### src/hdl/fbpa_pkg.sv
// ----------------------------------------------------------------------------
// Fixed block pool allocator package
// Widths, reset values, status and register codes, controller interface types.
// ----------------------------------------------------------------------------
package fbpa_pkg;

  localparam int unsigned MaxSlots   = 4096;
  localparam int unsigned AlignBytes = 16;

  localparam int unsigned SlotIdxW = $clog2(MaxSlots);
  localparam int unsigned CountW   = $clog2(MaxSlots + 1);

  localparam int unsigned AddrW    = 32;
  localparam int unsigned SizeW    = 16;
  localparam int unsigned BlockW   = 13;
  localparam int unsigned CapW     = 13;
  localparam int unsigned StatusW  = 3;
  localparam int unsigned TotalW   = 32;
  localparam int unsigned CfgIdxW  = 3;
  localparam int unsigned CfgDataW = 32;

  localparam int unsigned StrideW = BlockW + 1;
  localparam int unsigned SpanW   = StrideW + CountW;

  localparam int unsigned RstBase      = 0;
  localparam int unsigned RstBlockSize = 768;
  localparam int unsigned RstCapacity  = 256;
  localparam int unsigned RstMinReq    = 256;
  localparam int unsigned RstMaxReq    = 1024;
  localparam int unsigned RstEffCap    = (RstCapacity < MaxSlots) ? RstCapacity : MaxSlots;
  localparam int unsigned RstStride    =
      ((RstBlockSize + AlignBytes - 1) / AlignBytes) * AlignBytes;
  localparam int unsigned RstFreshNext =
      (RstEffCap == 0) ? RstBase : RstBase + (RstEffCap - 1) * RstStride;
  localparam int unsigned RstSpan      = RstEffCap * RstStride;

  typedef enum logic [StatusW-1:0] {
    ST_GRANTED     = 3'd0,
    ST_SIZE_MISS   = 3'd1,
    ST_EMPTY_MISS  = 3'd2,
    ST_FREED       = 3'd3,
    ST_NOT_OWNED   = 3'd4,
    ST_FULL_REJECT = 3'd5
  } status_e;

  typedef enum logic [CfgIdxW-1:0] {
    REG_BASE_ADDRESS = 3'd0,
    REG_BLOCK_SIZE   = 3'd1,
    REG_CAPACITY     = 3'd2,
    REG_MIN_REQUEST  = 3'd3,
    REG_MAX_REQUEST  = 3'd4
  } cfg_reg_e;

  typedef struct packed {
    logic latch_item;
    logic exec;
    logic finish;
    logic cfg_write;
    logic geom_mul;
    logic geom_add;
  } fbpa_cmd_t;

  typedef struct packed {
    logic out_busy;
    logic cfg_geom;
  } fbpa_sts_t;

endpackage

### src/hdl/fbpa_ctrl.sv
// ----------------------------------------------------------------------------
// Fixed block pool allocator controller
// Sequences request execution, response load and pool geometry rebuild.
// ----------------------------------------------------------------------------
module fbpa_ctrl (
  input  logic                clk_i,
  input  logic                rst_ni,
  input  logic                req_valid_i,
  input  logic                cfg_valid_i,
  input  fbpa_pkg::fbpa_sts_t sts_i,
  output logic                req_ready_o,
  output logic                cfg_ready_o,
  output fbpa_pkg::fbpa_cmd_t cmd_o
);
  import fbpa_pkg::*;

  typedef enum logic [2:0] {
    S_IDLE,
    S_EXEC,
    S_FINISH,
    S_GEOM_MUL,
    S_GEOM_ADD
  } state_e;

  state_e state_q, state_d;

  always_comb begin
    cfg_ready_o = (state_q == S_IDLE);
    req_ready_o = (state_q == S_IDLE) && !sts_i.out_busy && !cfg_valid_i;

    cmd_o            = '0;
    cmd_o.cfg_write  = cfg_ready_o && cfg_valid_i;
    cmd_o.latch_item = req_ready_o && req_valid_i;
    cmd_o.exec       = (state_q == S_EXEC);
    cmd_o.finish     = (state_q == S_FINISH);
    cmd_o.geom_mul   = (state_q == S_GEOM_MUL);
    cmd_o.geom_add   = (state_q == S_GEOM_ADD);

    state_d = state_q;
    unique case (state_q)
      S_IDLE: begin
        if (cmd_o.cfg_write && sts_i.cfg_geom) begin
          state_d = S_GEOM_MUL;
        end else if (cmd_o.latch_item) begin
          state_d = S_EXEC;
        end
      end
      S_EXEC:     state_d = S_FINISH;
      S_FINISH:   state_d = S_IDLE;
      S_GEOM_MUL: state_d = S_GEOM_ADD;
      S_GEOM_ADD: state_d = S_IDLE;
      default:    state_d = S_IDLE;
    endcase
  end

  always_ff @(posedge clk_i or negedge rst_ni) begin
    if (!rst_ni) begin
      state_q <= S_IDLE;
    end else begin
      state_q <= state_d;
    end
  end

endmodule

### config.mk
export PLATFORM = sky130hd
export DESIGN_NAME = fbpa_ctrl
export DESIGN_NICKNAME = d
export VERILOG_FILES = /design/src/hdl/fbpa_pkg.sv /design/src/hdl/fbpa_ctrl.sv
export SDC_FILE = /design/constraint.sdc
export NUM_CORES = 1
export LEC_CHECK = 0
export BUFFER_PORTS_ARGS = -buffer_cell sky130_fd_sc_hd__buf_2
export CORE_AREA = 2 2 39 41
export CTS_CLUSTER_SIZE = 25
export DETAILED_ROUTE_END_ITERATION = 10
export DIE_AREA = 0 0 41 43
export HOLD_SLACK_MARGIN = 0.05
export PLACE_DENSITY_LB_ADDON = 0.25
export SETUP_SLACK_MARGIN = 0.15
export SLEW_MARGIN = 10
export SYNTH_ARGS = -nofsm -noshare
export SYNTH_HDL_FRONTEND = slang
export SYNTH_SLANG_ARGS = --single-unit
### constraint.sdc
create_clock -name clk_i -period 3.6 [get_ports clk_i]
set_input_delay 0.72 -clock clk_i [delete_from_list [all_inputs] [get_ports clk_i]]
set_output_delay 0.72 -clock clk_i [all_outputs]
set_load 0.005 [all_outputs]
==> results of run 1 <==
==> layout make-up <==
cell class | count | area [sq um] | share of cell area (%)
Clock buffer | 4 | 26.3 | 8.64
Inverter | 1 | 3.75 | 1.23
Multi-Input combinational cell | 13 | 114 | 37.4
Sequential cell | 3 | 75.1 | 24.7
Tap cell | 16 | 20.0 | 6.58
Timing Repair Buffer | 13 | 65.1 | 21.4
==> power by group <==
part / internal (W) / switching (W) / total (W)
logic: 0.0000292 / 0.0000237 / 0.0000528
registers: 0.0000397 / 0.00000750 / 0.0000472
clock network: 0.0000416 / 0.0000178 / 0.0000594
==> worst max-delay path, cell delays in order (launching register included) <==
cell and delay, ps:
dfrtp_1 410, or3_4 440, nor4b_4 240, buf_2 140
==> through the flow <==
step / area, sq um / hold WS (ps) / cells / total power [W] / utilization [%]
global route: 304 / 265 / 50 / 0.000173 / 22.0
floorplan: 193 / 424 / 17 / 0.0000774 / -
global placement: 278 / 516 / 46 / 0.0000990 / 20.1
CTS: 304 / 269 / 50 / 0.000163 / 22.0
detailed placement: 278 / 521 / 46 / 0.000100 / 20.1
finish: 304 / 275 / 50 / 0.000159 / 22.0
==> Yosys cell counts <==
master    count  area share [%]
or3b_2        1             4.5
o21bai_1      1             3.9
and2_1        1             3.2
or3_4         1             5.8
nor3_1        1             2.6
and3b_2       2              10
nor4b_4       1              12
nor3b_1       3              12
nand2_1       1             1.9
a21oi_1       1             2.6
dfrtp_1       3              39
inv_1         1             1.9
==> how the worst max path moves through the flow <==
stage	end	cells past startpoint
floorplan	cmd_o[5]	2
detailed placement	cmd_o[5]	3
finish	cmd_o[5]	3
global route	cmd_o[5]	3
global placement	cmd_o[5]	3
CTS	cmd_o[5]	3
==> cells by family (layout without fill, tap and decap cells) <==
group / after synthesis / after routing
AO/OA/AOI/OAI: 2 / 2
buffers and inverters: 1 / 18
flip-flops: 3 / 3
AND/OR/NAND/NOR: 11 / 11
==> cells in the final DEF (no fill, tap or decap) <==
cell type  netlist  final
nor3b_1          3      3
or3_4            1      1
buf_2            0     13
dfrtp_1          3      3
and2_1           1      1
nand2_1          1      1
clkbuf_1         0      1
nor4b_4          1      1
a21oi_1          1      1
or3b_2           1      1
o21bai_1         1      1
and3b_2          2      2
inv_1            1      1
nor3_1           1      1
clkbuf_4         0      3
==> per-layer routing <==
metal  track usage [%]  up-vias  part of all wire [%]
li1                  -       97                     -
met1              6.49       86                    41
met2              8.13       18                    39
met3              6.81        2                    18
met4              8.00        0                   3.0
met5                 0        -                     0
==> qor.yml, run 1 <==
via_count: 203
max-slew-margin-rel_pct: 81.1
drv_cap: 0
die_y_um: 43
drive_gt1_share_pct: 61.8
status: "finished, final reports clean"
fmax_mhz: 456
core-area_sq_um: 1380
period_minus_slack_ps: 2200
initial_core_util_pct: 13.9
synth-compound-area-share_pct: 6.49
reg2regPathDepth: 2
endpoint_kind: "output port"
cp_max_fo: 6
leakagePower_nw: 0.159
avgSynthCellArea_sq_um: 11.3
cp.required_ps: 2880
drt_drc_violations_left: 0
cts_root_buf: "clkbuf_4"
num_io_pins: 14
drt_iter0_drc: 8
grt_pass1_vias: 171
ctsResizeCount: 0
synth_cells: 17
largest-register: "state_q"
post-cts-setup-buffers: 0
cts_max_path_buffers: 2
yosys.cell_types.count: 12
ant_nets: 0
largest_reg_flops: 3
r2r_end: "state_q[1]"
io_buffer_count: 13
htreeDepth: 1
worst_pin_slew_ps: 283
gp_congestion: 0.618
antenna_found_initial: 0
synthSimpleGateAreaFrac_pct: 52.6
cts_inserted_buffers: 3
synth-seq-cells: 3
rows: 14
pre_cts_ws_ps: 1620
area.growth.synth_to_final_pct: 57.8
peakVddDrop_uv: 118
reg2reg_slack_ps: 2520
num_antenna_cells: 0
synthXorXnorAreaFrac_pct: 0
fin_nets: 41
fin_tns_setup_ps: 0
arrival_ps: 1480
rsz0062_at_grt: "no"
fill_cells: 150
slew_viol_final: 0
reg_top3: "state_q x3"
path_clk_slew_ps: 40
syn_area_sq_um: 193
setup_slack_ps: 1400
startpoint_type: "flop"
setup_viol: 0
dr.pass1.iters: 4
grt_max_degree: 7
clkLatencyLatePin_ps: 230
syn_nets: 23
dieArea_sq_um: 1760
synth_top_family_by_area: "simple AND/OR/NAND/NOR gates"
cts_sinks: 3
grt_first_pass_wirelength_um: 724
timing.rr.start: "state_q[0]"
fin_crit_sh_pct: 61.0
synth_mux_area_share_pct: 0
yosysWarnings: 0
hold_viol: 0
via_per_inst: 4.06
overflow: 0
wl_per_cell_um: 9.24
clock_skew_ps: 2.60
tritoncts: "yes"
hold_class: "input pin to asynchronous set/reset pin"
die_x_um: 41
ctsHoldBuffers: 0
critPathKind: "flop to output port"
crit_start: "state_q[0]"
post_synth_fa_ha_maj_area_fraction_pct: 0
power_density_nw_per_um2: 524
ys_seq_area_share_pct: 39.0
grtUsageTotal_pct: 7.15
drt-total-wl_um: 462
Power figures use the tool's default switching activity.
==> run 2, diff against run 1 <==
==> constraint.sdc (replaced) <==
create_clock -name clk_i -period 1.95 [get_ports clk_i]
set_input_delay 0.39 -clock clk_i [delete_from_list [all_inputs] [get_ports clk_i]]
set_output_delay 0.39 -clock clk_i [all_outputs]
set_load 0.005 [all_outputs]
==> run 2 against run 1 <==
Compared with the run above: combinational power rose to 2.6 times the previous value; total power rose by 100%; utilization rose by 3.4 points; hold slack improved by 160 ps; clock skew fell by 2.6 ps; largest power group is now combinational cells; clock power rose by 84%; critical path type unchanged; non-clock buffer count rose by 6.
==> qor.yml, run 2 (synthesis gave the netlist of run 1 again) <==
fin_crit_sh_pct: 90.8
slew_viol_final: 0
whs_path_depth: 3
fmax_mhz: 565
cts_inserted_buffers: 3
grt_pass1_vias: 213
cp_max_fo: 5
die_y_um: 43
gp_congestion: 0.613
placedCellCount: 46
arrival_ps: 1380
min_from: "sts_i[0]"
drt-total-wl_um: 542
via_count: 221
finalPower_w: 0.000324
drt_drc_violations_left: 0
layout_commonest_cell: "buf_2"
overflow: 0
leakagePower_nw: 0.190
area.growth.synth_to_final_pct: 82.5
htreeDepth: 1
grtUsageTotal_pct: 7.56
core-area_sq_um: 1380
fin_cells: 56
dpl.hpwl_um: 368
timing.rr.start: "state_q[1]"
setup_viol: 0
antenna_found_initial: 0
via_per_inst: 3.95
cp.required_ps: 1560
num_antenna_cells: 0
fin_tns_setup_ps: 0
power_density_nw_per_um2: 922
clock_skew_ps: 0.0142
reg_top3: "state_q x3"
drt_iter0_drc: 2
max-slew-margin-rel_pct: 84.4
hold_viol: 0
ant_nets: 0
tritoncts: "yes"
cts_sinks: 3
die_x_um: 41
grt_max_degree: 7
hold_class: "input pin to flop"
grt_first_pass_wirelength_um: 800
endpoint_kind: "output port"
critPathKind: "flop to output port"
startpoint_type: "flop"
num_io_pins: 14
drv_cap: 0
utilization_pct: 25.4
dr.pass1.iters: 2
r2r_end: "state_q[1]"
whs_endpoint: "state_q[1]"
status: "finished, final reports clean"
largest-register: "state_q"
reg2regPathDepth: 4
io_buffer_count: 13
worst_pin_slew_ps: 233
reg2reg_slack_ps: 860
fill_cells: 156
peakVddDrop_uv: 186
cts_max_path_buffers: 2
initial_core_util_pct: 13.9
cts_root_buf: "clkbuf_4"
drive_gt1_share_pct: 65.0
wl_per_cell_um: 9.68
dieArea_sq_um: 1760
path_clk_slew_ps: 40
rows: 14
rsz0062_at_grt: "yes"
period_minus_slack_ps: 1770
clkLatencyLatePin_ps: 230
crit_start: "state_q[1]"
layout_common_cells: "buf_2, buf_4, nor3b_1, clkbuf_4, dfrtp_1"
fin_nets: 47
largest_reg_flops: 3
==> run 2: power by group <==
part           switching (W)  leakage [nW]  internal [W]
clock              0.0000320        0.0150     0.0000767
combinational      0.0000584         0.135     0.0000771
sequential        0.00000661        0.0398     0.0000733
==> run 2: repair_timing <==
item                                   CTS  global route
buffers inserted                         2             3
cloned                                   0             0
setup endpoints to repair                1             1
pin swaps                                2             1
hold buffers                             1             0
resized for setup                        0             0
endpoints found under the hold margin    3             0
==> run 2: metal layers <==
metal	routed length, um	GRT usage (%)
met5	0	0
met4	14	10.0
met3	80	3.14
met2	237	9.06
met1	209	8.14
==> run 2: worst max-delay path by stage <==
stage	end	slack (ps)	depth (start not counted)
6_report	cmd_o[5]	180	3
3_5_place_dp	cmd_o[5]	340	3
5_1_grt	cmd_o[5]	130	3
2_1_floorplan	cmd_o[5]	490	2
4_1_cts	cmd_o[5]	170	3
3_3_place_gp	cmd_o[5]	350	3
==> run 2: final cells by class <==
type	count	area, sq um	area share, %
well taps	16	20.0	5.69
clock buffers	4	26.3	7.47
multi-input cells	13	114	32.4
inverters	1	3.75	1.07
repair buffers	19	113	32.0
flip-flops and latches	3	75.1	21.4
==> run 2: critical path, stage by stage, from the launching register on <==
cell and delay, ps:
dfrtp_1 370, or3_4 430, nor4b_4 210, buf_2 150
==> run 2: stage by stage <==
stage	hold WS, ps	instance area [sq um]	setup slack, ps
detailed placement	189	278	337
CTS	428	329	171
finish	434	352	179
floorplan	94.4	193	487
global placement	186	278	350
global route	466	352	131
==> run 3, diff against run 2 <==
--- a/config.mk
+++ b/config.mk
@@ -11,9 +11,9 @@
 export DETAILED_ROUTE_END_ITERATION = 10
 export DIE_AREA = 0 0 41 43
 export HOLD_SLACK_MARGIN = 0.05
-export PLACE_DENSITY_LB_ADDON = 0.25
+export PLACE_DENSITY_LB_ADDON = 0.3
 export SETUP_SLACK_MARGIN = 0.15
-export SLEW_MARGIN = 10
+export SLEW_MARGIN = 40
 export SYNTH_ARGS = -nofsm -noshare
 export SYNTH_HDL_FRONTEND = slang
 export SYNTH_SLANG_ARGS = --single-unit
==> constraint.sdc (replaced) <==
create_clock -name clk_i -period 2.3 [get_ports clk_i]
set_input_delay 0.46 -clock clk_i [delete_from_list [all_inputs] [get_ports clk_i]]
set_output_delay 0.46 -clock clk_i [all_outputs]
set_load 0.005 [all_outputs]
==> run 3 against run 2 <==
Compared with the run above: wire length decreased by 21%; sequential cell count unchanged; global-route usage decreased by 1.7 points; final cell count decreased by 8.9%; combinational power decreased by 38%; largest cell class unchanged.
==> qor.yml, run 3 (synthesis gave the netlist of run 1 again) <==
tritoncts: "yes"
clkLatencyLatePin_ps: 230
cp.required_ps: 1840
endpoint_kind: "output port"
layout_commonest_cell: "buf_2"
setup_slack_ps: 375
post-cts-setup-buffers: 0
status: "finished, final reports clean"
via_count: 184
p_comb_share_pct: 33.9
overflow: 0
grtUsageTotal_pct: 5.84
io_buffer_count: 13
dpl.hpwl_um: 334
largest-register: "state_q"
hold_viol: 0
startpoint_type: "flop"
p_int_w: 0.000174
fmax_mhz: 520
setup_viol: 0
htreeDepth: 1
cp_max_fo: 6
drive_gt1_share_pct: 60.0
fill_cells: 146
arrival_ps: 1460
reg2reg_slack_ps: 1210
r2r_end: "state_q[1]"
dr.pass1.iters: 2
gp_congestion: 0.572
via_per_inst: 3.61
fin_cells: 51
fin_nets: 42
utilization_pct: 22.7
dieArea_sq_um: 1760
reg_top3: "state_q x3"
grt_pass1_vias: 175
reg2regPathDepth: 2
wl_per_cell_um: 8.35
timing.rr.start: "state_q[0]"
die_y_um: 43
leakagePower_nw: 0.164
initial_core_util_pct: 13.9
num_io_pins: 14
grt_first_pass_wirelength_um: 627
fin_crit_sh_pct: 83.7
hold_class: "input pin to flop"
layout_common_cells: "buf_2, nor3b_1, clkbuf_4, dfrtp_1, and3b_2"
max-slew-margin-rel_pct: 83.4
swShare_pct: 29.9
core-area_sq_um: 1380
power_density_nw_per_um2: 790
ant_nets: 0
drt_iter0_drc: 1
cts_inserted_buffers: 3
slew_viol_final: 0
fin_tns_setup_ps: 0
grt_max_degree: 7
antenna_found_initial: 0
drt-total-wl_um: 426
path_clk_slew_ps: 40
p_seq_share_pct: 29.4
rows: 14
worst_pin_slew_ps: 248
rsz0062_at_grt: "no"
num_antenna_cells: 0
pre_cts_ws_ps: 617
largest_reg_flops: 3
cts_max_path_buffers: 2
clock_skew_ps: 1.85
die_x_um: 41
crit_start: "state_q[0]"
critical_path.endpoint: "cmd_o[5]"
clkPwrFrac_pct: 36.7
critPathKind: "flop to output port"
placedCellCount: 46
cts_sinks: 3
whs_ps: 504
peakVddDrop_uv: 178
p_sw_w: 0.0000741
drt_drc_violations_left: 0
area.growth.synth_to_final_pct: 63.0
period_minus_slack_ps: 1920
drv_cap: 0
ctsResizeCount: 0
cts_root_buf: "clkbuf_4"
run 3: worst min path at each step:
stage	start	cells past startpoint	to	slack (ps)
after floorplan	rst_ni	0	state_q[0]	160
after global placement	rst_ni	1	state_q[0]	260
after detailed placement	rst_ni	1	state_q[0]	260
after CTS	sts_i[0]	3	state_q[0]	500
after global routing	sts_i[0]	3	state_q[1]	520
final	sts_i[0]	3	state_q[0]	500
run 3: worst max-delay path, stage by stage, from the launching register on:
cell and delay (ps):
dfrtp_1 410, or3_4 440, nor4b_4 240, buf_2 140
run 3: power by group through the flow:
stage | sequential, W | combinational (W) | clock [W]
floorplan | 0.0000715 | 0.0000496 | 0
global placement | 0.0000733 | 0.0000839 | 0
detailed placement | 0.0000737 | 0.0000836 | 0
CTS | 0.0000730 | 0.0000855 | 0.0000957
global route | 0.0000762 | 0.0000921 | 0.0000992
finish | 0.0000729 | 0.0000840 | 0.0000911
run 3: repair_timing:
item | in CTS | in global routing
endpoints found under the setup margin | 0 | 0
hold endpoints to repair | 3 | 0
hold buffers | 1 | 0
run 3: metal layers:
layer | part of all wire (%) | vias up | track usage (%)
met5 | 0 | - | 0
met4 | 0 | 0 | 6.00
met3 | 18 | 0 | 3.14
met2 | 38 | 14 | 7.50
met1 | 43 | 72 | 6.17
li1 | - | 98 | -
run 3: area by class of cell:
class	count	area [sq um]	area share (%)
clock buffers	4	26.3	8.37
inverters	1	3.75	1.20
multi-input cells	13	114	36.3
flip-flops and latches	3	75.1	23.9
well taps	16	20.0	6.37
repair buffers	14	75.1	23.9
run 3: per-stage QoR:
step           power [W]  cell area [sq um]
2_1_floorplan   0.000121                193
3_3_place_gp    0.000157                278
3_5_place_dp    0.000157                278
4_1_cts         0.000254                314
5_1_grt         0.000267                314
6_report        0.000248                314
